## src/rtl/slm_pkg.sv

```systemverilog
// Shared types, constants and the log2 fraction table of the sound level meter.
package slm_pkg;

	// Register map of the configuration port.
	localparam int CFG_IDX_W = 3;
	localparam logic [CFG_IDX_W-1:0] REG_HPF_COEF   = 3'd0;
	localparam logic [CFG_IDX_W-1:0] REG_REF_OFFSET = 3'd1;
	localparam logic [CFG_IDX_W-1:0] REG_TRIM       = 3'd2;
	localparam logic [CFG_IDX_W-1:0] REG_FLOOR      = 3'd3;
	localparam logic [CFG_IDX_W-1:0] REG_CEILING    = 3'd4;
	localparam logic [CFG_IDX_W-1:0] REG_SLOW_COEF  = 3'd5;
	localparam logic [CFG_IDX_W-1:0] REG_FAST_COEF  = 3'd6;
	localparam logic [CFG_IDX_W-1:0] REG_JUMP_THR   = 3'd7;

	// Reset values of the registers.
	localparam logic [15:0] HPF_COEF_RST   = 16'd65208;
	localparam logic [15:0] REF_OFFSET_RST = 16'hF08B;
	localparam logic [15:0] TRIM_RST       = 16'hE100;
	localparam logic [14:0] FLOOR_RST      = 15'd7680;
	localparam logic [14:0] CEILING_RST    = 15'd30720;
	localparam logic [15:0] SLOW_COEF_RST  = 16'd6554;
	localparam logic [15:0] FAST_COEF_RST  = 16'd22938;
	localparam logic [14:0] JUMP_THR_RST   = 15'd3072;

	// Frame length default and queue depth between the two halves.
	localparam int MAX_FRAME_DEF = 512;
	localparam int QUEUE_DEPTH   = 4;

	// Log2 table: entries must be a power of two.
	localparam int LOG_TABLE_ENTRIES = 64;
	localparam int LOG_IDX_W         = $clog2(LOG_TABLE_ENTRIES);

	// 10*log10(2) in signed Q2.16.
	localparam logic signed [18:0] TEN_LOG10_2 = 19'sd197283;

	// Settings seen by the frame arithmetic.
	typedef struct packed {
		logic signed [15:0] ref_offset_db;
		logic signed [15:0] trim_db;
		logic [14:0]        floor_db;
		logic [14:0]        ceiling_db;
		logic [15:0]        slow_coef;
		logic [15:0]        fast_coef;
		logic [14:0]        jump_threshold_db;
	} slm_cfg_t;

	// Sequencer states of the frame arithmetic.
	typedef enum logic [3:0] {
		ST_IDLE,
		ST_NORM,
		ST_INTERP,
		ST_LOG,
		ST_SCALE,
		ST_LEVEL,
		ST_SMOOTH1,
		ST_SMOOTH2,
		ST_EMIT
	} slm_state_t;

	typedef logic [16:0] log_tab_t [0:LOG_TABLE_ENTRIES];

	// log2 of a Q1.30 mantissa in [1,2) as Q0.16, by repeated squaring.
	function automatic logic [16:0] frac_log2(input logic [63:0] m_in);
		logic [63:0] m;
		logic [16:0] r;
		m = m_in;
		r = '0;
		for (int k = 15; k >= 0; k--) begin
			m = (m * m) >> 30;
			if (m >= (64'd2 << 30)) begin
				r[k] = 1'b1;
				m = m >> 1;
			end
		end
		return r;
	endfunction

	function automatic log_tab_t build_log_table();
		log_tab_t t;
		for (int i = 0; i < LOG_TABLE_ENTRIES; i++) begin
			t[i] = frac_log2((64'd1 << 30) + ((64'(i) << 30) / LOG_TABLE_ENTRIES));
		end
		t[LOG_TABLE_ENTRIES] = 17'd65536;
		return t;
	endfunction

	localparam log_tab_t LOG_TABLE = build_log_table();

endpackage

```

## src/rtl/slm_queue.sv

```systemverilog
// Short register queue carrying frame totals from the sample path to the level path.
module slm_queue #(
	parameter int WIDTH = 74,
	parameter int DEPTH = slm_pkg::QUEUE_DEPTH
) (
	input  logic                       clk,
	input  logic                       arst_n,
	input  logic                       push,
	input  logic [WIDTH-1:0]           push_data,
	input  logic                       pop,
	output logic [WIDTH-1:0]           pop_data,
	output logic                       empty,
	output logic [$clog2(DEPTH+1)-1:0] count
);
	import slm_pkg::*;

	localparam int PTR_W = (DEPTH > 1) ? $clog2(DEPTH) : 1;

	logic [WIDTH-1:0]           mem_q [DEPTH];
	logic [PTR_W-1:0]           wr_q, rd_q;
	logic [$clog2(DEPTH+1)-1:0] count_q;

	assign count    = count_q;
	assign empty    = count_q == '0;
	assign pop_data = mem_q[rd_q];

	// Pointers wrap at the depth.
	always_ff @(posedge clk or negedge arst_n) begin
		if (!arst_n) begin
			wr_q    <= '0;
			rd_q    <= '0;
			count_q <= '0;
		end else begin
			if (push) begin
				wr_q <= (wr_q == PTR_W'(DEPTH - 1)) ? '0 : wr_q + PTR_W'(1);
			end
			if (pop) begin
				rd_q <= (rd_q == PTR_W'(DEPTH - 1)) ? '0 : rd_q + PTR_W'(1);
			end
			count_q <= count_q + ($clog2(DEPTH+1))'(push) - ($clog2(DEPTH+1))'(pop);
		end
	end

	always_ff @(posedge clk) begin
		if (push) begin
			mem_q[wr_q] <= push_data;
		end
	end

`ifndef SYNTHESIS
	a_no_overflow: assert property (@(posedge clk) disable iff (!arst_n)
		push |-> (count_q < ($clog2(DEPTH+1))'(DEPTH) || pop))
		else $error("queue written while full");
	a_no_underflow: assert property (@(posedge clk) disable iff (!arst_n)
		pop |-> !empty)
		else $error("queue read while empty");
	a_count_bound: assert property (@(posedge clk) disable iff (!arst_n)
		count_q <= ($clog2(DEPTH+1))'(DEPTH))
		else $error("queue count beyond depth");
`endif

endmodule

```

## config.mk

```make
export PLATFORM = sky130hd
export DESIGN_NAME = slm_queue
export DESIGN_NICKNAME = d
export VERILOG_FILES = /design/src/rtl/slm_pkg.sv /design/src/rtl/slm_queue.sv
export SDC_FILE = /design/constraint.sdc
export NUM_CORES = 1
export LEC_CHECK = 0
export BUFFER_PORTS_ARGS = -buffer_cell sky130_fd_sc_hd__buf_2
export CORE_UTILIZATION = 40
export CTS_CLUSTER_DIAMETER = 80
export DETAILED_ROUTE_END_ITERATION = 10
export SLEW_MARGIN = 20
export SYNTH_ARGS = -nofsm -noshare
export SYNTH_HDL_FRONTEND = slang
export SYNTH_SLANG_ARGS = --single-unit
```

## constraint.sdc

```tcl
create_clock -name clk -period 7.9 [get_ports clk]
set_input_delay 1.975 -clock clk [delete_from_list [all_inputs] [get_ports clk]]
set_output_delay 1.975 -clock clk [all_outputs]
set_load 0.01 [all_outputs]
```

## After elaboration in Yosys (flattened, before gate mapping)

Memories as Yosys holds them, arrays and structs flattened.
Cells that the tools add are included.

| storage, ports and cells | value |
|---|---|
| register bits | 7 |
| latch bits | 0 |
| RAM bits | 296 |
| memory bits (read-only) | 0 |
| input bits | 78 |
| output and inout bits | 78 |
| word-level logic and storage cells | 15 |
| memories | 1 |

| operators by class | value |
|---|---|
| add/sub/neg operators | 4 |
| multipliers | 0 |
| div/mod/pow operators | 0 |
| magnitude comparators | 0 |
| equality and inequality tests | 2 |
| shift operators | 0 |
| muxes and demuxes | 4 |
| bitwise logic cells | 0 |
| reductions and logical operators | 1 |

Memory list:

| memory | depth | width | rd ports | clocked after memory_dff | wr ports | line | RTL |
|---|---|---|---|---|---|---|---|
| mem_q | 4 | 74 | 1 | 0 | 1 | slm_queue.sv:19 | `logic [WIDTH-1:0] mem_q [DEPTH];` |

Operator list:

| operator | number |
|---|---|
| 2-bit by 1-bit adder with 2-bit output (second input constant) | 2 |
| 2-bit == test (second input constant) | 2 |
| 2-bit 2-to-1 mux | 2 |
| 3-bit by 1-bit adder with 3-bit output | 1 |
| 3-bit logical NOT | 1 |
| 3-bit by 1-bit subtractor with 3-bit output | 1 |
| 1-bit 2-to-1 mux | 2 |

## Longest topological paths before layout

| depth | value |
|---|---|
| word-level depth | 2 |
| depth in mapped cells | 8 |
| gate-level depth less buffers | 8 |

## Worst setup path before layout

No wires, ideal clock.

| path | value |
|---|---|
| path kind | input port to flip-flop |
| from | input port push |
| to | memory mem_q[0][0], enable pin |
| library setup time | 440 ps |
| arrival | 3704 ps |
| data required time | 7460 ps |
| path slack | 3756 ps |
| stages | 1 |
| path buffers | 0 |
| path through | and2_1 |

| on the way | value |
|---|---|
| cells in the longest elaborated chain, start to end | 2 |

Ends and longest elaborated chain:

| item | line | RTL |
|---|---|---|
| start: declaration | slm_queue.sv:8 | `input logic push,` |
| 1-bit 2-to-1 mux | slm_queue.sv:45 | `if (push) begin` |
| 1-bit 2-to-1 mux (implied by the code) | slm_queue.sv:46 | `mem_q[wr_q] <= push_data;` |
| end: declaration | slm_queue.sv:19 |  |

No other way between the ends.

## Worst setup path after layout

| path | value |
|---|---|
| from | register rd_q[0] |
| to | output port pop_data[73] |

| on the way | value |
|---|---|
| cells in the longest elaborated chain, start to end | 1 |

Ends and longest elaborated chain:

| item | line | RTL |
|---|---|---|
| start: declaration | slm_queue.sv:20 | `logic [PTR_W-1:0] wr_q, rd_q;` |
| start signal: assignment | slm_queue.sv:38 | `rd_q <= (rd_q == PTR_W'(DEPTH - 1)) ? '0 : rd_q + PTR_W'(1);` |
| memory 4 x 74 bit | - |  |
| end: declaration | slm_queue.sv:11 | `output logic [WIDTH-1:0] pop_data,` |

No other way between the ends.

==> results.json <==
{
  "place_ws_ns": 3.28,
  "synth_cells": 422,
  "endpoint": "pop_data[73]",
  "max-slew-margin-rel_pct": 29.4,
  "hpwl_mm": 11.8,
  "skew_ns": 0.00652,
  "synth.net_count": 508,
  "gp_congestion": 0.699,
  "die_w_um": 169,
  "root_buffer": "clkbuf_16",
  "yosys-top-cells-count": "edfxtp_1, mux4_2, dfrtp_1, ha_1",
  "ff2ff_setup_slack_ns": 5.72,
  "ir_drop_uv": 223,
  "critPathSlowestCell": "dfrtp_4",
  "critPathRequiredTime_ns": 5.93,
  "yosys_warnings": 0,
  "rr_worst_depth": 4,
  "grt_pass1_wl_mm": 31.3,
  "setup_slack_ns": 2.86,
  "track_usage_pct": 14.6,
  "num_rows": 60,
  "synth_top_area_share_pct": 79.9,
  "m1WireLength_mm": 8.20,
  "crit_start": "rd_q[0]",
  "vias": 4939,
  "worst-path-buf-inv": 2,
  "grt_max_degree": 69,
  "path_clk_slew_ns": 0.06,
  "rr_endpoint": "mem_q[2][53]",
  "yosysMostFrequentCell": "edfxtp_1",
  "status": "complete, no violations",
  "async_flop_share_pct": 2.31,
  "worstSetupPathType": "flip-flop to output pin",
  "coreArea_mm2": 0.0271,
  "synth_top_cell_by_area": "edfxtp_1",
  "cts_tree": "built",
  "drt-initial-drc-count": 339,
  "critical_path.top_delay_family": "flip-flops",
  "nets": 685,
  "arrival_ns": 3.06,
  "ys_seq_area_share_pct": 81.5,
  "hold_buffers": 0,
  "die_area_mm2": 0.0285,
  "ios": 156,
  "dr.pass1.iters": 6,
  "avgSynthCellArea_um2": 26.4,
  "timing.hold.ws_ns": 0.576,
  "antenna_found_initial": 5,
  "period_minus_slack_ns": 5.04,
  "synth_area_mm2": 0.0111,
  "placed_area_mm2": 0.0123,
  "final_cell_area_mm2": 0.0132,
  "cpPeakStageDelay_ns": 1.04,
  "cts_max_path_buffers": 3,
  "synth.area.top_cells": "edfxtp_1, mux4_2, dfrtp_1, ha_1, buf_12",
  "start_util_pct": 41.0,
  "clock-sinks": 303,
  "avgViaCountPerCell": 4.96,
  "synth-seq-cells": 303,
  "synth_edf_count": 296,
  "finalSetupTns_ns": 0,
  "final_hold_viol_count": 0,
  "die_h_um": 169,
  "drc": 0,
  "wl_mm": 20.4,
  "post-route-period-util_pct": 63.8,
  "cts_max_level": 1,
  "leakage_uw": 0.00449,
  "layout-drive-gt1-share_pct": 45.5,
  "tightest_slew_ns": 1.06,
  "syn2layout_area_growth_pct": 18.7,
  "cts_buffers": 31,
  "maxUsedRoutingLayer": "met5",
  "clk_latency_ns": 0.54,
  "drtAntennaViolNets": 0,
  "cp_max_fo": 46,
  "setup_viol": 0,
  "post-cts-setup-buffers": 0,
  "worst-path-stages": 3,
  "dr_wl_met3_mm": 1.63,
  "ys_types": 20,
  "ctsResizeCount": 0,
  "rsz0062_at_grt": "no",
  "cap_violations": 0,
  "ys.flop_type": "edfxtp_1",
  "nFillCells": 2228,
  "overflow": 0,
  "maxSlewViolCount": 0,
  "cp-end-kind": "output pin",
  "hold_path.class": "flip-flop to flip-flop",
  "powerDensity_mw_per_mm2": 363,
  "critPathLaunchType": "flip-flop",
  "holdPathStages": 1,
  "power_uw": 4790,
  "wl_met2_mm": 10.1,
  "r2r_start": "wr_q[0]",
  "port_buffers": 155,
  "wl_per_cell_um": 20.5,
  "path_cells": "buf_4 > mux4_2 > buf_2",
  "grt_pass1_vias": 5510,
  "fmax_mhz": 199
}
-- how the worst min path moves through the flow --
stage / startpoint / end / slack (ns)
finish: count[1] / count[2] / 0.58
global route: count[1] / count[2] / 0.60
CTS: count[1] / count[2] / 0.58
detailed placement: count[1] / count[2] / 0.56
global placement: count[1] / count[2] / 0.54
floorplan: wr_q[0] / wr_q[0] / 0.58
-- power breakdown --
part / total [µW] / switching (µW) / internal [µW]
clock network: 1330 / 556 / 778
registers: 2200 / 137 / 2070
logic: 1250 / 649 / 605
-- per-stage QoR --
stage	utilization, %	std cells
finish	48.7	996
global route	48.7	994
CTS	48.7	994
detailed placement	45.2	938
global placement	45.2	938
floorplan	-	422
-- layer usage --
layer / vias up / GRT usage, %
met5: - / 0
met4: 6 / 3.75
met3: 40 / 4.16
met2: 152 / 24.9
met1: 2571 / 18.4
li1: 2170 / -
-- flip-flops by register name, summed over array words and instances, names as in the netlist --
name   count
wr_q       2
count      3
mem_q    296
rd_q       2
-- worst reg2reg max path: stages, from the launching register on --
cell and delay (ns):
dfrtp_1 0.41, inv_1 0.12, ha_1 0.15, and2_4 0.32, buf_4 0.78
-- cell usage in the layout, fill, tap and decap left out, drive strengths merged --
cell type  Yosys  routed
nand2          1       1
xnor2          2       2
fa             1       1
clkinv         0      15
nor2           1       1
ha             7       7
and2           4       4
or3b           1       1
bufinv         0       2
o21ai          2       2
mux4          74      74
diode          0       2
clkinvlp       0       1
edfxtp       296     296
dfrtp          7       7
inv            6       7
nor3           1       1
mux2           2       2
buf           17     161
clkbuf         0      37
-- logic make-up after synthesis --
| group | share of synthesized area, % |
|---|---|
| adder cells (fa/ha/maj) | 0.967 |
| multiplexers | 15.2 |
| XOR/XNOR | 0.158 |
| AO/OA/AOI/OAI | 0.0900 |
| flip-flops | 81.5 |
| AND/OR/NAND/NOR | 0.416 |
| buffers and inverters | 1.70 |
-- final cells by class --
type	instances	area [µm²]	share of cell area, %
clock buffers	37	798	6.05
flip-flops and latches	303	9070	68.7
inverters	6	22.5	0.171
multi-input cells	96	1880	14.2
clock inverters	19	138	1.04
repair buffers	161	821	6.22
diodes	2	5.00	0.0379
well taps	372	465	3.53
(Power assumes the default switching activity.)
