### src/rtl/slm_pkg.sv
// Shared types, constants and the log2 fraction table of the sound level meter.
package slm_pkg;

	// Register map of the configuration port.
	localparam int CFG_IDX_W = 3;
	localparam logic [CFG_IDX_W-1:0] REG_HPF_COEF   = 3'd0;
	localparam logic [CFG_IDX_W-1:0] REG_REF_OFFSET = 3'd1;
	localparam logic [CFG_IDX_W-1:0] REG_TRIM       = 3'd2;
	localparam logic [CFG_IDX_W-1:0] REG_FLOOR      = 3'd3;
	localparam logic [CFG_IDX_W-1:0] REG_CEILING    = 3'd4;
	localparam logic [CFG_IDX_W-1:0] REG_SLOW_COEF  = 3'd5;
	localparam logic [CFG_IDX_W-1:0] REG_FAST_COEF  = 3'd6;
	localparam logic [CFG_IDX_W-1:0] REG_JUMP_THR   = 3'd7;

	// Reset values of the registers.
	localparam logic [15:0] HPF_COEF_RST   = 16'd65208;
	localparam logic [15:0] REF_OFFSET_RST = 16'hF08B;
	localparam logic [15:0] TRIM_RST       = 16'hE100;
	localparam logic [14:0] FLOOR_RST      = 15'd7680;
	localparam logic [14:0] CEILING_RST    = 15'd30720;
	localparam logic [15:0] SLOW_COEF_RST  = 16'd6554;
	localparam logic [15:0] FAST_COEF_RST  = 16'd22938;
	localparam logic [14:0] JUMP_THR_RST   = 15'd3072;

	// Frame length default and queue depth between the two halves.
	localparam int MAX_FRAME_DEF = 512;
	localparam int QUEUE_DEPTH   = 4;

	// Log2 table: entries must be a power of two.
	localparam int LOG_TABLE_ENTRIES = 64;
	localparam int LOG_IDX_W         = $clog2(LOG_TABLE_ENTRIES);

	// 10*log10(2) in signed Q2.16.
	localparam logic signed [18:0] TEN_LOG10_2 = 19'sd197283;

	// Settings seen by the frame arithmetic.
	typedef struct packed {
		logic signed [15:0] ref_offset_db;
		logic signed [15:0] trim_db;
		logic [14:0]        floor_db;
		logic [14:0]        ceiling_db;
		logic [15:0]        slow_coef;
		logic [15:0]        fast_coef;
		logic [14:0]        jump_threshold_db;
	} slm_cfg_t;

	// Sequencer states of the frame arithmetic.
	typedef enum logic [3:0] {
		ST_IDLE,
		ST_NORM,
		ST_INTERP,
		ST_LOG,
		ST_SCALE,
		ST_LEVEL,
		ST_SMOOTH1,
		ST_SMOOTH2,
		ST_EMIT
	} slm_state_t;

	typedef logic [16:0] log_tab_t [0:LOG_TABLE_ENTRIES];

	// log2 of a Q1.30 mantissa in [1,2) as Q0.16, by repeated squaring.
	function automatic logic [16:0] frac_log2(input logic [63:0] m_in);
		logic [63:0] m;
		logic [16:0] r;
		m = m_in;
		r = '0;
		for (int k = 15; k >= 0; k--) begin
			m = (m * m) >> 30;
			if (m >= (64'd2 << 30)) begin
				r[k] = 1'b1;
				m = m >> 1;
			end
		end
		return r;
	endfunction

	function automatic log_tab_t build_log_table();
		log_tab_t t;
		for (int i = 0; i < LOG_TABLE_ENTRIES; i++) begin
			t[i] = frac_log2((64'd1 << 30) + ((64'(i) << 30) / LOG_TABLE_ENTRIES));
		end
		t[LOG_TABLE_ENTRIES] = 17'd65536;
		return t;
	endfunction

	localparam log_tab_t LOG_TABLE = build_log_table();

endpackage

### src/rtl/slm_front.sv
// Sample path: DC-blocking filter, squaring and the saturating frame sum.
module slm_front #(
	parameter int MAX_FRAME = slm_pkg::MAX_FRAME_DEF,
	parameter int CNT_W     = $clog2(MAX_FRAME + 1)
) (
	input  logic               clk,
	input  logic               arst_n,
	input  logic [31:0]        raw_word,
	input  logic               frame_end,
	input  logic               in_valid,
	output logic               in_ready,
	input  logic [15:0]        hpf_coef,
	input  logic [$clog2(slm_pkg::QUEUE_DEPTH+1)-1:0] q_count,
	output logic               push,
	output logic [63:0]        push_sum,
	output logic [CNT_W-1:0]   push_cnt
);
	import slm_pkg::*;

	localparam int OCC_W = $clog2(QUEUE_DEPTH + 1);

	logic signed [23:0] prev_sample_q;
	logic signed [39:0] prev_filt_q;
	logic [CNT_W-1:0]   cnt_q;
	logic [63:0]        sum_q;

	logic               v_s1, end_s1;
	logic signed [39:0] y_s1;
	logic [CNT_W-1:0]   cnt_s1;
	logic               v_s2, end_s2;
	logic [63:0]        sq_s2;
	logic [CNT_W-1:0]   cnt_s2;

	logic               accept;
	logic signed [23:0] x;
	logic signed [24:0] diff;
	logic signed [40:0] t;
	logic signed [57:0] prod;
	logic signed [41:0] y_wide;
	logic signed [39:0] y;
	logic [CNT_W-1:0]   cnt_inc;
	logic               is_end;
	logic signed [40:0] y_rnd;
	logic signed [32:0] yi;
	logic [31:0]        ayi;
	logic [64:0]        sum_add;
	logic [63:0]        sum_next;
	logic [OCC_W+1:0]   pending;

	// Take an item only while the queue is sure to have room for every frame in flight.
	assign pending  = (OCC_W+2)'(q_count) + (OCC_W+2)'(end_s1 & v_s1)
		+ (OCC_W+2)'(end_s2 & v_s2);
	assign in_ready = pending < (OCC_W+2)'(QUEUE_DEPTH);
	assign accept   = in_valid & in_ready;

	// Filter step: y = coef * (y_prev + (x - x_prev) * 256) / 65536, rounded and saturated.
	always_comb begin
		x      = $signed(raw_word[31:8]);
		diff   = 25'(x) - 25'(prev_sample_q);
		t      = 41'(prev_filt_q) + (41'(diff) <<< 8);
		prod   = 58'(t) * $signed({42'd0, hpf_coef});
		y_wide = 42'((prod + 58'sd32768) >>> 16);
		if (y_wide > 42'sh7F_FFFF_FFFF) begin
			y = 40'sh7F_FFFF_FFFF;
		end else if (y_wide < -42'sh80_0000_0000) begin
			y = -40'sh80_0000_0000;
		end else begin
			y = 40'(y_wide);
		end
		cnt_inc = cnt_q + CNT_W'(1);
		is_end  = frame_end | (cnt_inc >= CNT_W'(MAX_FRAME));
	end

	always_ff @(posedge clk or negedge arst_n) begin
		if (!arst_n) begin
			prev_sample_q <= '0;
			prev_filt_q   <= '0;
			cnt_q         <= '0;
			v_s1          <= 1'b0;
			end_s1        <= 1'b0;
		end else begin
			v_s1   <= accept;
			end_s1 <= accept & is_end;
			if (accept) begin
				prev_sample_q <= x;
				prev_filt_q   <= y;
				cnt_q         <= is_end ? '0 : cnt_inc;
			end
		end
	end

	always_ff @(posedge clk) begin
		if (accept) begin
			y_s1   <= y;
			cnt_s1 <= cnt_inc;
		end
	end

	// Round the filter output to an integer and square its magnitude.
	always_comb begin
		y_rnd = 41'(y_s1) + 41'sd128;
		yi    = 33'(y_rnd >>> 8);
		ayi   = yi[32] ? 32'(-yi) : 32'(yi);
	end

	always_ff @(posedge clk or negedge arst_n) begin
		if (!arst_n) begin
			v_s2   <= 1'b0;
			end_s2 <= 1'b0;
		end else begin
			v_s2   <= v_s1;
			end_s2 <= v_s1 & end_s1;
		end
	end

	always_ff @(posedge clk) begin
		if (v_s1) begin
			sq_s2  <= 64'(ayi) * 64'(ayi);
			cnt_s2 <= cnt_s1;
		end
	end

	// Saturating frame sum; a frame end hands the total to the queue.
	always_comb begin
		sum_add  = 65'(sum_q) + 65'(sq_s2);
		sum_next = sum_add[64] ? '1 : sum_add[63:0];
	end

	assign push     = v_s2 & end_s2;
	assign push_sum = sum_next;
	assign push_cnt = cnt_s2;

	always_ff @(posedge clk or negedge arst_n) begin
		if (!arst_n) begin
			sum_q <= '0;
		end else if (v_s2) begin
			sum_q <= end_s2 ? '0 : sum_next;
		end
	end

endmodule

### config.mk
export PLATFORM = sky130hd
export DESIGN_NAME = slm_front
export DESIGN_NICKNAME = d
export VERILOG_FILES = /design/src/rtl/slm_pkg.sv /design/src/rtl/slm_front.sv
export SDC_FILE = /design/constraint.sdc
export NUM_CORES = 2
export LEC_CHECK = 0
export ABC_AREA = 0
export BUFFER_PORTS_ARGS = -buffer_cell sky130_fd_sc_hd__buf_4
export CAP_MARGIN = 10
export CORE_AREA = 2 2 395 397
export CTS_CLUSTER_SIZE = 28
export DETAILED_ROUTE_END_ITERATION = 8
export DIE_AREA = 0 0 397 399
export PLACE_DENSITY = 0.61
export SLEW_MARGIN = 10
export SYNTH_ARGS = -nofsm -noshare
export SYNTH_HDL_FRONTEND = slang
export SYNTH_SLANG_ARGS = --single-unit
### constraint.sdc
create_clock -name clk -period 11.9 [get_ports clk]
set_input_delay 0.595 -clock clk [delete_from_list [all_inputs] [get_ports clk]]
set_output_delay 0.595 -clock clk [all_outputs]
set_load 0.05 [all_outputs]
[Yosys cells after proc, flatten, opt, wreduce, memory -nomap -nowiden]
Index checks and enable logic that the tools add are counted.
Word-level totals
  output and inout port bits: 76
  register bits: 266
Cells by class
  order comparisons: 4
  bitwise logic cells: 7
  multiply operators: 2
  add/sub/neg operators: 9
  mux-type cells: 6
Operators by type and width (number)
  64-bit two-way mux: 2
  40-bit two-way mux: 2
  64-bit by 64-bit adder with 65-bit output: 1
  32-bit by 32-bit multiplier with 64-bit output: 1
  58-bit by 17-bit adder with 58-bit output, second input constant: 1
  41-bit by 17-bit multiplier with 58-bit output: 1
  42-bit by 40-bit > comparator with 1-bit output, second input constant: 1
  42-bit by 40-bit less-than comparator with 1-bit output, second input constant: 1
  40-bit by 33-bit adder with 41-bit output: 1
  40-bit by 9-bit adder with 41-bit output, second input constant: 1
  32-bit two-way mux: 1
  32-bit negation: 1
  24-bit by 24-bit subtractor with 25-bit output: 1
  10-bit by 1-bit adder with 10-bit output, second input constant: 1
  10-bit greater-or-equal comparator, second input constant: 1
  10-bit two-way mux: 1
  1-bit AND: 6
  4-bit by 1-bit adder with 5-bit output: 1
  5-bit by 3-bit less-than comparator with 1-bit output, second input constant: 1
  3-bit by 1-bit adder with 4-bit output: 1
  1-bit bitwise OR: 1

[Depth between registers and ports, before layout]
  depth after elaboration: 7
  mapped depth: 53

[Worst setup path before layout]
Ideal clock, no wire load.
  path type: input to register
  start: input raw_word[9]
  end: register y_s1[33] (data pin)
  stages: 50
  buffers on the path: 4
  data arrival time: 10635 ps
  slack: 997 ps
  path through: ha_1 -> nor2b_1 -> o21ai_0 -> nand2b_1 -> a21o_1 -> a31o_2 -> a221oi_1 -> nand2b_1 -> a21o_1 -> a21o_1 -> a21oi_1 -> xnor2_1 -> ha_1 -> nand3_1 -> nor2_1 -> o21ai_0 -> nor2_1 -> a211oi_1 -> [... 14 more ...] -> fa_1 -> inv_1 -> fa_1 -> inv_1 -> ha_1 -> clkbuf_1 -> a21o_1 -> a21o_1 -> a21o_1 -> a21o_1 -> a21oi_1 -> o21a_1 -> nand3_1 -> xnor2_1 -> a21oi_1 -> clkbuf_1 -> nand2b_1 -> nand2_1
On the way
  cells in the longest elaborated chain, start to end: 7
  elaborated cells on any way between the ends: 8
Ends and longest elaborated chain
  start, declared: line slm_front.sv:8  | input logic [31:0] raw_word,
  24-bit by 24-bit subtractor with 25-bit output *: line slm_front.sv:59  | diff = 25'(x) - 25'(prev_sample_q);
  40-bit by 33-bit adder with 41-bit output *: line slm_front.sv:60  | t = 41'(prev_filt_q) + (41'(diff) <<< 8);
  41-bit by 17-bit multiplier with 58-bit output *: line slm_front.sv:61  | prod = 58'(t) * $signed({42'd0, hpf_coef});
  58-bit by 17-bit adder with 58-bit output *: line slm_front.sv:62  | y_wide = 42'((prod + 58'sd32768) >>> 16);
  42-bit by 40-bit less-than comparator with 1-bit output: line slm_front.sv:65  | end else if (y_wide < -42'sh80_0000_0000) begin
  40-bit two-way mux: line slm_front.sv:65
  40-bit two-way mux *: line slm_front.sv:63  | if (y_wide > 42'sh7F_FFFF_FFFF) begin
  named net y[33]: line slm_front.sv:40  | logic signed [39:0] y;
  end signal, assigned: line slm_front.sv:94  | y_s1 <= y;
  end, declared: line slm_front.sv:28  | logic signed [39:0] y_s1;
The timed path passes the listed nets; every way through them passes the cells marked *.
A chain may end at the register's enable or synchronous reset.

[Worst setup path after layout]
  start: register y_s1[8]
  end: register sq_s2[62] (data pin)
On the way
  cells in the longest elaborated chain, start to end: 4
Ends and longest elaborated chain
  40-bit by 9-bit adder with 41-bit output *: line slm_front.sv:101  | y_rnd = 41'(y_s1) + 41'sd128;
  32-bit negation: line slm_front.sv:103  | ayi = yi[32] ? 32'(-yi) : 32'(yi);
  32-bit two-way mux *: line slm_front.sv:103
  32-bit by 32-bit multiplier with 64-bit output *: line slm_front.sv:118  | sq_s2 <= 64'(ayi) * 64'(ayi);
  end signal, assigned: line slm_front.sv:118
  end, declared: line slm_front.sv:31  | logic [63:0] sq_s2;
Mark *: on every way between the ends. The rest lies on a longest branch, timed or not.

==> reports/summary.md <==
The run finished with clean final reports. Kind of capture point of the worst setup path: a flop. The die outline area is 158000 um^2. The sequential cell area was 7040 um^2. By instance count, the cell type seen most on the critical path is sky130_fd_sc_hd__fa_1.

The detailed-route wire length per cell is 20.4 um, and the total count of max-transition violations in the final report is 0. By count the netlist is led by sky130_fd_sc_hd__inv_1 (1696), sky130_fd_sc_hd__fa_1 (1418), sky130_fd_sc_hd__nand2_1 (841). In this run the vertical extent of the chip is 399 um. The worst-margin pin slew came out at 1.13 ns.

The total negative setup slack is 0 ns, and the total half-perimeter wirelength after legalization and detailed placement is 163 mm. In this run the worst setup path begins at y_s1[8]$_DFFE_PP_. The overall via count from detail_route is 51.6k, and the count of unresolved DRC violations after routing is 0. The run gives 0.256 as the global-route usage over all layers. The run gives 198 mm as the aggregate routed wire length.

In the synthesized netlist the dominant register cell turns out to be sky130_fd_sc_hd__dfrtp_1. Class of the most critical setup path: flop to flop. Clock-pin slew was measured on the worst setup and hold paths at 0.07 ns. Reg-to-reg setup timing slack: 0.50 ns. For the maximum count of clock buffers along a single path, the log shows 3. The mapped netlist covers 68900 um^2. Depth of the most critical reg-to-reg path: 38. For this design, the slowest cell found on the critical path is sky130_fd_sc_hd__fa_1.

The tools report the setup-violating endpoint count in the final report as 0. The via count of the first global-routing pass was 55.8k. The tools report the worst slew margin relative to its limit as 0.249. The number of sinks handled by clock tree synthesis is 258. The origin of the critical flop-to-flop path was y_s1[8]$_DFFE_PP_.

The number of distinct standard cells referenced by the synthesized netlist was 94. The worst setup path is launched from a flop. A synthesized cell averages 9.08 um^2. The wire length of the first global-routing pass is 315 mm, and the worst hold slack after final layout is 0.0822 ns.

The area growth from synthesis to layout is 7.40%. The total congestion overflow was 0. The antenna diode count is 0, and the max capacitance violation total is 0. For this block, the initial DRC count from the detailed router was 3311. For this run, the post-layout net count is 9677.

On the final layout, the worst clock skew is 0.0364 ns. The CTS H-tree depth came out at 1. The core footprint was 154000 um^2; the final weighted congestion in routability-driven placement was 0.994.

The share of final-layout standard cells stronger than drive strength 1 was 0.0658; the arrival time of the worst setup path was 11.76 ns. Ranked by total cell area, the synthesized netlist is headed by sky130_fd_sc_hd__fa_1 (41%), sky130_fd_sc_hd__ha_1 (10%), sky130_fd_sc_hd__inv_1 (9.2%). After clock tree synthesis, the flow added hold-fix buffers numbering 0. For the number of antenna violations at the first check in global routing, the log shows 5. In the final layout, the multi-input gates occupy 54300 um^2. The worst-path maximum fanout is 8. The root buffer selected by CTS was sky130_fd_sc_hd__clkbuf_16. For the insertion delay to the later sink of the worst-skew pair, the log shows 0.60 ns.

The type of the most critical hold path was input pin to async pin. The initial core utilization came out at 0.448. The time the worst path needs with I/O delays and setup is 11.40 ns, and the total number of placement rows is 144. From left edge to right edge, the die measures 397 um. In this run the remaining antenna-violating nets after routing total 0. The run gives 0 as the hold violation count in the final report. The share of async-settable or async-resettable flops after synthesis is 0.550, and the total of flip-flops plus latches after synthesis is 258. For the number of filler instances in the final layout, the log shows 14.7k. The number of clock buffers added by TritonCTS is 30. The area share of the largest cell type after synthesis is 0.412. TritonCTS built the clock tree. In the post-synthesis netlist, the cell with the most instances is sky130_fd_sc_hd__inv_1.

STA puts the critical path data required time at 12.25 ns. The delay of the slowest critical-path stage works out to 0.64 ns. Top cell type by total area after synthesis: sky130_fd_sc_hd__fa_1.

The total nets after synthesis was 9625; the fraction of the cycle the final worst path needs was 0.958. Synthesis produced 7587 cells. Fmax: 87.7 MHz. The capture point of the worst path was sq_s2[62]$_DFFE_PP_. Yosys mapped a number of flops with a built-in enable equal to 116. The run gives 0.102 as the portion of the post-synthesis area used by sequential elements. During placement, the flow inserted port buffers numbering 122.

Yosys printed 0 warnings. The endpoint identified for the worst register-to-register timing path is sq_s2[62]$_DFFE_PP_. The I/O pin count is 131, and the pin count of the biggest net entering global routing is 85. Dividing the detail-routed via count by the number of cells gives 5.31. The pre-antenna-repair detailed-routing pass consisted of 6 iterations.
through the flow:
stage	util	cells	worst slack [ns]	instance area (um^2)
floorplan	-	7587	0.997	68900
global placement	0.474	9649	0.201	72900
detailed placement	0.474	9649	0.191	72900
CTS	0.481	9705	0.301	73900
global route	0.481	9707	-0.0318	74000
finish	0.481	9707	0.495	74000
flip-flops by register name, summed over array words and instances, names as in the netlist:
register	count
v_s1	1
prev_filt_q	40
end_s2	1
cnt_q	10
y_s1	33
cnt_s1	10
sq_s2	63
push_cnt	10
end_s1	1
prev_sample_q	24
sum_q	64
v_s2	1
worst max-delay path, delay by kind of cell (launching register included):
family                     cells  cell delay [ns]
buffers and inverters          6             0.34
AOI/OAI and AO/OA             15             3.95
DFF                            1             0.52
adders and majority gates     11             5.07
and+or+nand+nor                3             0.45
xor gates and xnor gates       3             0.79
cells in the final DEF, fill, tap and decap left out, types with 141 or more instances in the layout:
cell,Yosys,layout
sky130_fd_sc_hd__fa_1,1418,1416
sky130_fd_sc_hd__o21ai_0,192,189
sky130_fd_sc_hd__nor2_1,444,443
sky130_fd_sc_hd__and2_1,337,337
sky130_fd_sc_hd__inv_1,1696,1694
sky130_fd_sc_hd__dfrtp_1,142,141
sky130_fd_sc_hd__ha_1,565,564
sky130_fd_sc_hd__xnor2_1,179,172
sky130_fd_sc_hd__buf_4,8,330
sky130_fd_sc_hd__a21oi_1,252,251
sky130_fd_sc_hd__nand2_1,841,840
worst min path at each step:
stage | start | endpoint | cells past startpoint
floorplan | arst_n | cnt_q[0]$_DFFE_PN0P_ | 0
global placement | cnt_s1[2]$_DFFE_PP_ | push_cnt[2]$_DFFE_PP_ | 0
CTS | arst_n | sum_q[18]$_DFFE_PN0P_ | 1
global route | arst_n | sum_q[18]$_DFFE_PN0P_ | 1
detailed placement | cnt_s1[4]$_DFFE_PP_ | push_cnt[4]$_DFFE_PP_ | 0
finish | arst_n | sum_q[27]$_DFFE_PN0P_ | 1
routing by layer:
metal,vias to the layer above,global-route usage,wire [um]
met3,359,0.0305,12500
met5,-,0,13
met4,2,0.0836,7920
li1,23400,-,-
met2,1698,0.444,97300
met1,26200,0.332,80700
cell type report:
type	instances	share of cell area
timing repair buffer	337	0.0353
multi-input combinational	5300	0.734
clock inverter	21	0.00272
sequential	258	0.0951
clock buffer	35	0.0110
tap	2044	0.0346
inverter	1712	0.0869
cell families (layout without fill, tap and decap cells):
| family | count (synthesis) | in the layout | share of synthesized area |
|---|---|---|---|
| flip-flops | 258 | 258 | 0.102 |
| adder cells (fa/ha/maj) | 1983 | 1983 | 0.515 |
| AND/OR/NAND/NOR | 2072 | 2072 | 0.142 |
| buffers and inverters | 2029 | 2105 | 0.112 |
| XOR/XNOR | 301 | 301 | 0.0394 |
| multiplexers | 5 | 5 | 0.000835 |
| AO/OA/AOI/OAI | 939 | 939 | 0.0888 |
timing repair:
| action | CTS | global route |
|---|---|---|
| setup buffers | 0 | 2 |
| setup endpoints to repair | 0 | 82 |
| resized for setup | 0 | 18 |
Power is not shown: default switching activity piles up to over one toggle a cycle in this logic, so the estimate is an artifact.
