===== config.mk =====
export PLATFORM = sky130hd
export DESIGN_NAME = slm_back
export DESIGN_NICKNAME = d
export VERILOG_FILES = /design/src/rtl/slm_pkg.sv /design/src/rtl/slm_back.sv
export SDC_FILE = /design/constraint.sdc
export NUM_CORES = 2
export LEC_CHECK = 0
export BUFFER_PORTS_ARGS = -buffer_cell sky130_fd_sc_hd__buf_2
export CORE_UTILIZATION = 50
export DETAILED_ROUTE_END_ITERATION = 10
export PLACE_DENSITY = 0.68
export SYNTH_ARGS = -nofsm -noshare
export SYNTH_HDL_FRONTEND = slang
export SYNTH_SLANG_ARGS = --single-unit

===== constraint.sdc =====
create_clock -name clk -period 16.85 [get_ports clk]
set_clock_uncertainty 0.2 [all_clocks]
set_input_delay 1.685 -clock clk [delete_from_list [all_inputs] [get_ports clk]]
set_output_delay 1.685 -clock clk [all_outputs]
set_load 0.005 [all_outputs]

===== src/rtl/slm_pkg.sv =====
// Shared types, constants and the log2 fraction table of the sound level meter.
package slm_pkg;

	// Register map of the configuration port.
	localparam int CFG_IDX_W = 3;
	localparam logic [CFG_IDX_W-1:0] REG_HPF_COEF   = 3'd0;
	localparam logic [CFG_IDX_W-1:0] REG_REF_OFFSET = 3'd1;
	localparam logic [CFG_IDX_W-1:0] REG_TRIM       = 3'd2;
	localparam logic [CFG_IDX_W-1:0] REG_FLOOR      = 3'd3;
	localparam logic [CFG_IDX_W-1:0] REG_CEILING    = 3'd4;
	localparam logic [CFG_IDX_W-1:0] REG_SLOW_COEF  = 3'd5;
	localparam logic [CFG_IDX_W-1:0] REG_FAST_COEF  = 3'd6;
	localparam logic [CFG_IDX_W-1:0] REG_JUMP_THR   = 3'd7;

	// Reset values of the registers.
	localparam logic [15:0] HPF_COEF_RST   = 16'd65208;
	localparam logic [15:0] REF_OFFSET_RST = 16'hF08B;
	localparam logic [15:0] TRIM_RST       = 16'hE100;
	localparam logic [14:0] FLOOR_RST      = 15'd7680;
	localparam logic [14:0] CEILING_RST    = 15'd30720;
	localparam logic [15:0] SLOW_COEF_RST  = 16'd6554;
	localparam logic [15:0] FAST_COEF_RST  = 16'd22938;
	localparam logic [14:0] JUMP_THR_RST   = 15'd3072;

	// Frame length default and queue depth between the two halves.
	localparam int MAX_FRAME_DEF = 512;
	localparam int QUEUE_DEPTH   = 4;

	// Log2 table: entries must be a power of two.
	localparam int LOG_TABLE_ENTRIES = 64;
	localparam int LOG_IDX_W         = $clog2(LOG_TABLE_ENTRIES);

	// 10*log10(2) in signed Q2.16.
	localparam logic signed [18:0] TEN_LOG10_2 = 19'sd197283;

	// Settings seen by the frame arithmetic.
	typedef struct packed {
		logic signed [15:0] ref_offset_db;
		logic signed [15:0] trim_db;
		logic [14:0]        floor_db;
		logic [14:0]        ceiling_db;
		logic [15:0]        slow_coef;
		logic [15:0]        fast_coef;
		logic [14:0]        jump_threshold_db;
	} slm_cfg_t;

	// Sequencer states of the frame arithmetic.
	typedef enum logic [3:0] {
		ST_IDLE,
		ST_NORM,
		ST_INTERP,
		ST_LOG,
		ST_SCALE,
		ST_LEVEL,
		ST_SMOOTH1,
		ST_SMOOTH2,
		ST_EMIT
	} slm_state_t;

	typedef logic [16:0] log_tab_t [0:LOG_TABLE_ENTRIES];

	// log2 of a Q1.30 mantissa in [1,2) as Q0.16, by repeated squaring.
	function automatic logic [16:0] frac_log2(input logic [63:0] m_in);
		logic [63:0] m;
		logic [16:0] r;
		m = m_in;
		r = '0;
		for (int k = 15; k >= 0; k--) begin
			m = (m * m) >> 30;
			if (m >= (64'd2 << 30)) begin
				r[k] = 1'b1;
				m = m >> 1;
			end
		end
		return r;
	endfunction

	function automatic log_tab_t build_log_table();
		log_tab_t t;
		for (int i = 0; i < LOG_TABLE_ENTRIES; i++) begin
			t[i] = frac_log2((64'd1 << 30) + ((64'(i) << 30) / LOG_TABLE_ENTRIES));
		end
		t[LOG_TABLE_ENTRIES] = 17'd65536;
		return t;
	endfunction

	localparam log_tab_t LOG_TABLE = build_log_table();

endpackage


===== src/rtl/slm_back.sv =====
// Frame level path: log2 of sum and count, dB scaling, clamp and smoothing.
module slm_back #(
	parameter int CNT_W = 10
) (
	input  logic               clk,
	input  logic               arst_n,
	input  slm_pkg::slm_cfg_t  cfg,
	input  logic               q_empty,
	input  logic [63:0]        q_sum,
	input  logic [CNT_W-1:0]   q_cnt,
	output logic               pop,
	output logic [14:0]        level_db,
	output logic               out_valid,
	input  logic               out_ready
);
	import slm_pkg::*;

	slm_state_t state_q, state_d;

	logic [63:0]        x_q;
	logic [5:0]         e_q;
	logic [2:0]         step_q;
	logic               op_q;
	logic [CNT_W-1:0]   cnt_q;
	logic               zero_q;
	logic               first_q;
	logic [16:0]        lo_q;
	logic [48:0]        ip_q;
	logic [21:0]        lsum_q;
	logic signed [22:0] d_q;
	logic signed [41:0] scale_q;
	logic [14:0]        lvl_q;
	logic [15:0]        coef_q;
	logic [30:0]        p1_q;
	logic [32:0]        p2_q;
	logic [15:0]        smooth_q;
	logic [15:0]        res_q;
	logic               out_valid_q;
	logic [14:0]        out_q;

	logic [6:0]           sh;
	logic                 top_zero;
	logic [LOG_IDX_W-1:0] idx;
	logic [31:0]          frac;
	logic [31:0]          rem;
	logic [16:0]          lo, hi;
	logic [21:0]          log_val;
	logic signed [17:0]   db_r;
	logic signed [18:0]   db;
	logic [14:0]          lvl;
	logic signed [16:0]   rise;
	logic [33:0]          sm_sum;
	logic                 emit;

	// Binary normalising step: shift out 32, 16, ... 1 leading zeros.
	always_comb begin
		sh       = 7'(7'd32 >> step_q);
		top_zero = (x_q >> (7'd64 - sh)) == 64'd0;
	end

	// Table lookup with linear interpolation on the mantissa.
	always_comb begin
		frac    = x_q[62:31];
		idx     = frac[31 -: LOG_IDX_W];
		rem     = frac << LOG_IDX_W;
		lo      = LOG_TABLE[idx];
		hi      = LOG_TABLE[(LOG_IDX_W+1)'(idx) + (LOG_IDX_W+1)'(1)];
		log_val = {e_q, 16'd0} + 22'(lo_q) + 22'(ip_q[48:32]);
	end

	// Round to signed Q9.8, add offsets (only the trim for a silent frame) and clamp, floor first.
	always_comb begin
		db_r = 18'((scale_q + 42'sd8388608) >>> 24);
		if (zero_q) begin
			db = 19'(cfg.trim_db);
		end else begin
			db = 19'(db_r) + 19'(cfg.ref_offset_db) + 19'(cfg.trim_db);
		end
		if (db < $signed({4'd0, cfg.floor_db})) begin
			db = $signed({4'd0, cfg.floor_db});
		end
		if (db > $signed({4'd0, cfg.ceiling_db})) begin
			db = $signed({4'd0, cfg.ceiling_db});
		end
		lvl    = db[14:0];
		rise   = $signed({2'd0, lvl}) - $signed({1'b0, smooth_q});
		sm_sum = 34'(p1_q) + 34'(p2_q) + 34'd32768;
	end

	// Sequencer: next state and handshakes.
	always_comb begin
		state_d = state_q;
		pop     = 1'b0;
		emit    = 1'b0;
		case (state_q)
			ST_IDLE: begin
				if (!q_empty) begin
					pop     = 1'b1;
					state_d = (q_sum == 64'd0) ? ST_LEVEL : ST_NORM;
				end
			end
			ST_NORM: begin
				if (step_q == 3'd5) begin
					state_d = ST_INTERP;
				end
			end
			ST_INTERP: state_d = ST_LOG;
			ST_LOG:    state_d = op_q ? ST_SCALE : ST_NORM;
			ST_SCALE:  state_d = ST_LEVEL;
			ST_LEVEL:  state_d = first_q ? ST_EMIT : ST_SMOOTH1;
			ST_SMOOTH1: state_d = ST_SMOOTH2;
			ST_SMOOTH2: state_d = ST_EMIT;
			ST_EMIT: begin
				if (!out_valid_q || out_ready) begin
					emit    = 1'b1;
					state_d = ST_IDLE;
				end
			end
			default: state_d = ST_IDLE;
		endcase
	end

	always_ff @(posedge clk or negedge arst_n) begin
		if (!arst_n) begin
			state_q     <= ST_IDLE;
			first_q     <= 1'b1;
			smooth_q    <= '0;
			out_valid_q <= 1'b0;
		end else begin
			state_q <= state_d;
			if (emit) begin
				out_valid_q <= 1'b1;
				first_q     <= 1'b0;
				smooth_q    <= first_q ? res_q : sm_sum[31:16];
			end else if (out_ready) begin
				out_valid_q <= 1'b0;
			end
		end
	end

	// Datapath registers of the frame arithmetic.
	always_ff @(posedge clk) begin
		case (state_q)
			ST_IDLE: begin
				x_q    <= q_sum;
				cnt_q  <= q_cnt;
				zero_q <= q_sum == 64'd0;
				e_q    <= 6'd63;
				step_q <= '0;
				op_q   <= 1'b0;
			end
			ST_NORM: begin
				if (top_zero) begin
					x_q <= x_q << sh;
					e_q <= e_q - 6'(sh);
				end
				step_q <= step_q + 3'd1;
			end
			ST_INTERP: begin
				lo_q <= lo;
				ip_q <= 49'(hi - lo) * 49'(rem);
			end
			ST_LOG: begin
				lsum_q <= log_val;
				d_q    <= $signed({1'b0, lsum_q}) - $signed({1'b0, log_val});
				x_q    <= 64'(cnt_q);
				e_q    <= 6'd63;
				step_q <= '0;
				op_q   <= 1'b1;
			end
			ST_SCALE: begin
				scale_q <= 42'(d_q) * 42'(TEN_LOG10_2);
			end
			ST_LEVEL: begin
				lvl_q  <= lvl;
				res_q  <= {1'b0, lvl};
				coef_q <= (rise > $signed({2'd0, cfg.jump_threshold_db})) ?
					cfg.fast_coef : cfg.slow_coef;
			end
			ST_SMOOTH1: begin
				p1_q <= 31'(coef_q) * 31'(lvl_q);
			end
			ST_SMOOTH2: begin
				p2_q <= (33'd65536 - 33'(coef_q)) * 33'(smooth_q);
			end
			ST_EMIT: begin
				if (!first_q) begin
					res_q <= sm_sum[31:16];
				end
				if (emit) begin
					out_q <= first_q ? res_q[14:0] : sm_sum[30:16];
				end
			end
			default: begin
			end
		endcase
	end

	assign out_valid = out_valid_q;
	assign level_db  = out_q;

`ifndef SYNTHESIS
	a_pop_idle: assert property (@(posedge clk) disable iff (!arst_n)
		pop |-> state_q == ST_IDLE)
		else $error("frame taken while busy");
	a_emit_sets_valid: assert property (@(posedge clk) disable iff (!arst_n)
		emit |=> out_valid_q)
		else $error("result not presented");
	a_norm_bound: assert property (@(posedge clk) disable iff (!arst_n)
		state_q == ST_NORM |-> step_q <= 3'd5)
		else $error("normalise ran too long");
`endif

endmodule

After elaboration in Yosys (flattened, before gate mapping)
Memory sizes are Yosys's and may differ from the RTL's.
Index checks and enable logic that the tools add are counted.

storage, ports and cells
  register bits = 379
  memory bits (read-only) = 4352
  input port bits = 187
  output and inout bits = 17
  word-level logic and storage cells = 110
  memories = 2

cells by class
  add/subtract/negate cells = 15
  multipliers = 4
  order comparisons = 5
  equal/unequal tests = 13
  shifts and indexed selects = 3
  multiplexer cells = 30
  bitwise operators = 2
  reductions and logical operators = 15

memory list
  name             depth  width  read ports  clocked after memory_dff  wr ports  line            text
  (no name shown)  128    17     1           0                         0         slm_back.sv:67  hi = LOG_TABLE[(LOG_IDX_W+1)'(idx) + (LOG_IDX_W+1)'(1)];
  (no name shown)  128    17     1           0                         0         slm_back.sv:66  lo = LOG_TABLE[idx];

operator list
  cell                                                  count
  one-hot mux 64 bit (3 select lines)                   1
  logical NOT 64 bit                                    2
  2-to-1 mux 17 bit                                     4
  2-to-1 mux 64 bit                                     1
  left shift 64 x 7 -> 64 bit                           1
  right shift 64 x 7 -> 64 bit                          1
  multiplier 49 x 26 -> 43 bit                          1
  adder 22 x 17 -> 22 bit                               2
  adder 42 x 25 -> 42 bit (second input constant)       1
  multiplier 23 x 19 -> 42 bit (second input constant)  1
  2-to-1 mux 19 bit                                     2
  one-hot mux 4 bit (9 select lines)                    1
  adder 31 x 32 -> 32 bit                               1
  adder 32 x 16 -> 32 bit (second input constant)       1
  multiplier 18 x 17 -> 32 bit                          1
  2-to-1 mux 16 bit                                     2
  one-hot mux 16 bit (2 select lines)                   1
  multiplier 16 x 15 -> 31 bit                          1
  2-to-1 mux 15 bit                                     2
  subtractor 22 x 22 -> 23 bit                          1
  adder 18 x 16 -> 19 bit                               1
  adder 19 x 16 -> 19 bit                               1
  > comparator 19 x 16 -> 1 bit                         1
  < comparator 19 x 16 -> 1 bit                         1
  34 further kinds                                      55

Longest topological paths before layout
  depth in word-level cells = 11
  mapped depth = 60
  gate-level depth less buffers = 55

Worst setup path before layout
OpenSTA, ideal clock, no wires.

  path type = register to register
  start point = register x_q[59]
  end point = register ip_q[48], data pin
  setup time = 273 ps
  arrival = 11816 ps
  required time = 16377 ps
  slack = 4561 ps
  stages on the path, launching flop included = 47
  path buffers = 5
  clock period less this slack = 12289 ps
  cell sequence = edfxtp_1 -> clkbuf_1 -> inv_1 -> clkbuf_1 -> ha_1 -> inv_1 -> clkbuf_1 -> clkbuf_1 -> a21oi_1 -> a31oi_1 -> a211o_1 -> ha_1 -> inv_1 -> fa_1 -> a21o_1 -> a21oi_1 -> o21bai_1 -> a21oi_1 -> [11 not listed] -> fa_1 -> inv_1 -> fa_1 -> fa_1 -> inv_1 -> fa_1 -> fa_1 -> ha_1 -> or3_1 -> a221oi_1 -> o21ai_0 -> a211oi_1 -> o211ai_1 -> o31a_1 -> a21oi_1 -> nor2_1 -> a2111oi_0 -> xnor2_1

on the way
  cells in the longest elaborated chain, start to end = 7
  elaborated cells between the ends (all ways) = 11
  classes of those cells = add/sub (2); mul (1); mux (4); bitwise (2); memory (2)

ends and longest elaborated chain
  what                                                   line             text
  start, declared                                        slm_back.sv:20   logic [63:0] x_q;
  start signal, assigned                                 slm_back.sv:145  x_q <= q_sum;
  start signal, assigned                                 slm_back.sv:154  x_q <= x_q << sh;
  start signal, assigned                                 slm_back.sv:166  x_q <= 64'(cnt_q);
  adder 6 x 1 -> 7 bit                                   slm_back.sv:67
  NOT 7 -> 8 bit (not written as such)                   slm_back.sv:67
  memory (128 x 17 bit)                                  -
  2-to-1 mux 17 bit (not written as such) (2 in series)  slm_back.sv:67
  subtractor 17 x 17 -> 18 bit (*)                       slm_back.sv:161  ip_q <= 49'(hi - lo) * 49'(rem);
  multiplier 49 x 26 -> 43 bit (*)                       slm_back.sv:161
  end signal, assigned                                   slm_back.sv:161
  end, declared                                          slm_back.sv:28   logic [48:0] ip_q;

Mark *: on every way between the ends. The rest lies on a longest branch, timed or not. The select of a mux whose other input is x is not followed.
A chain may end at the register's enable or synchronous reset.

Worst setup path in the final report
  start point = register x_q[57]
  end point = register ip_q[48], data pin

Same word-level chain as after synthesis.

==> flow_summary.toml <==
[synthesis]
syn_area_um2 = 67000
synth-edff-count = 307
yosysSeqAreaShare_pct = 14.6
syn-num-nets = 9193
async_flop_share_pct = 6.69
yosys.cell_types.count = 85
avgSynthCellArea_um2 = 9.23
ys_ff_latch = 329
synth-warning-count = 0
synthCells = 7255
synth_ff_type = "edfxtp_1"

[finish]
postLayoutCellArea_um2 = 71600
layout_common_cells = "1318 x inv_1, 1020 x fa_1, 885 x nand2_1"
nFillCells = 12100
final_common_cell = "inv_1"
finalNetCount = 9216
drive_gt1_share_pct = 7.44
areaGrowthSynthToFinish_pct = 6.93

[sta]
drv_slew = 0
rsz0062_at_grt = "false"
layout_setup_ws_ns = 2.55
fmax_ghz = 0.0699
holdWs_ns = 0.326
maxSlewHeadroom_pct = 17.1
finalHoldViolations = 0
setup_violations = 0
worstMarginPinSlew_ns = 1.24
post-route-min-period_ns = 14.30
final.setup.tns_ns = 0
period_share_pct = 84.9

[critical_path]
rr_worst_depth = 48
cp-end-kind = "flip-flop"
critPathLaunch = "x_q[57]"
r2r_setup_slack_ns = 2.55
crit_top_cell = "fa_1"
r2r-end = "ip_q[48]"
arrival_ns = 14.43
path_max_fanout = 41
required_ns = 16.98
max_stage_delay_ns = 0.76
reg2reg_from = "x_q[57]"
worstSetupPathType = "reg -> reg"
cp_slowest_cell = "nor3_2"
startpoint_type = "flip-flop"

[route]
wire_per_inst_um = 22.3
vias_per_cell = 5.79
ant_nets = 0
drt_iter0_drc = 4343
drt_pre_antenna_iters = 6
drcViolationCount = 0
vias = 52500
drt-total-wl_um = 202000

[global_route]
antenna_found_initial = 15
grt.overflow.total = 0
grt_usage_pct = 30.0
grt_pass1_wl_um = 314000
grt_pass1_vias = 54200
grt_max_degree = 73

[job]
cap_violations = 0

[floorplanning]
start_util_pct = 50.7
dieArea_um2 = 135000
die_h_um = 368
rows = 133
die_w_um = 368
io_pins = 204
core_area_um2 = 132000

[hold_path]
worst_hold_path.endpoint = "smooth_q[15]"
hp-class = "reg -> reg"
holdPathStages = 2
hold_start = "res_q[15]"

[cts]
cts_buffer_depth = 3
insertion_delay_ns = 0.62
cts_buffers = 44
cts_sinks = 329
clk_pin_slew_ns = 0.06
postCtsSetupRepairBufs = 0
ctsResizeCount = 0
htreeDepth = 2
cts_tree = "done"
cts-root-buf = "clkbuf_16"
cts_hold_buf = 0

[placement]
place_congestion = 0.949
portBuffers = 203
pre_cts_ws_ns = 2.73
place_area_um2 = 70100
post-dp-hpwl_um = 160000

[run_status]
run_status = "finished clean"
==> worst max path at each step <==
stage | to | cells after the start | slack [ns]
floorplan | ip_q[48] | 46 | 4.56
global placement | ip_q[48] | 46 | 3.08
detailed placement | ip_q[48] | 46 | 2.73
CTS | ip_q[48] | 48 | 2.69
global route | ip_q[48] | 46 | 1.72
finish | ip_q[48] | 48 | 2.55
==> per-stage QoR <==
stage          util [%]  std cells
2_1_floorplan         -       7255
6_report           54.2       9074
5_1_grt            54.2       9072
3_5_place_dp       53.0       8987
3_3_place_gp       53.0       8987
4_1_cts            54.2       9069
==> sequential cells by signal, indices dropped and copies added, names as in the netlist, 3 cells and up <==
| register | count |
|---|---|
| cnt_q | 10 |
| coef_q | 16 |
| d_q | 23 |
| e_q | 6 |
| ip_q | 17 |
| level_db | 15 |
| lo_q | 16 |
| lsum_q | 22 |
| lvl_q | 15 |
| p1_q | 31 |
| p2_q | 32 |
| res_q | 16 |
| scale_q | 19 |
| smooth_q | 16 |
| state_q | 4 |
| step_q | 3 |
| x_q | 64 |
==> metal layers <==
layer / wire [um] / share of wire, % / GRT usage, %
met2: 95200 / 47 / 49.7
met1: 83200 / 41 / 39.7
met5: 45 / 0.022 / 0
met3: 15200 / 7.5 / 4.14
met4: 8590 / 4.2 / 11.7
==> worst max-delay path, delay by kind of cell, from the launching register on <==
| kind | cells | cell delay, ns |
|---|---|---|
| xor gates and xnor gates | 1 | 0.14 |
| buffers and inverters | 11 | 1.99 |
| adders and majority gates | 12 | 5.45 |
| DFF | 1 | 0.32 |
| and+or+nand+nor | 4 | 1.12 |
| AOI/OAI and AO/OA | 20 | 4.78 |
==> cell usage after synthesis, types with 38 or more instances <==
library cell | n | share of area, %
nor2_1 | 249 | 1.4
o21a_1 | 61 | 0.68
o21ai_0 | 257 | 1.9
nand2b_1 | 44 | 0.41
fa_1 | 1020 | 30
a21oi_1 | 265 | 2.0
clkbuf_1 | 295 | 1.7
mux2i_1 | 246 | 3.7
and2_1 | 359 | 3.4
mux2_2 | 48 | 0.81
xor2_1 | 75 | 0.98
a211oi_1 | 62 | 0.69
inv_1 | 1318 | 7.4
xnor2_1 | 182 | 2.4
nor4_1 | 38 | 0.35
nor3_1 | 108 | 0.81
nand2_1 | 886 | 5.0
ha_1 | 731 | 14
nor2b_1 | 49 | 0.46
nand3_1 | 81 | 0.61
edfxtp_1 | 307 | 14
a21o_1 | 67 | 0.75
==> cell families after synthesis <==
kind of cell	Yosys count	synth area share [%]
XOR/XNOR	257	3.36
AO/OA/AOI/OAI	1009	9.73
AND/OR/NAND/NOR	1915	13.4
multiplexers	324	5.41
buffers and inverters	1670	9.41
adder cells (fa/ha/maj)	1751	44.1
flip-flops	329	14.6
==> area by class of cell <==
cell class                      count  area (um^2)  share of cell area, %
Antenna cell                        5         12.5                 0.0175
Clock buffer                       52         1200                   1.68
Clock inverter                     30          324                  0.452
Inverter                         1329         4990                   6.97
Multi-Input combinational cell   5256        51200                   71.6
Sequential cell                   329         9770                   13.6
Tap cell                         1755         2200                   3.07
Timing Repair Buffer              318         1880                   2.62
Power is not shown: default switching activity piles up to over one toggle a cycle in this logic, so the estimate is an artifact.
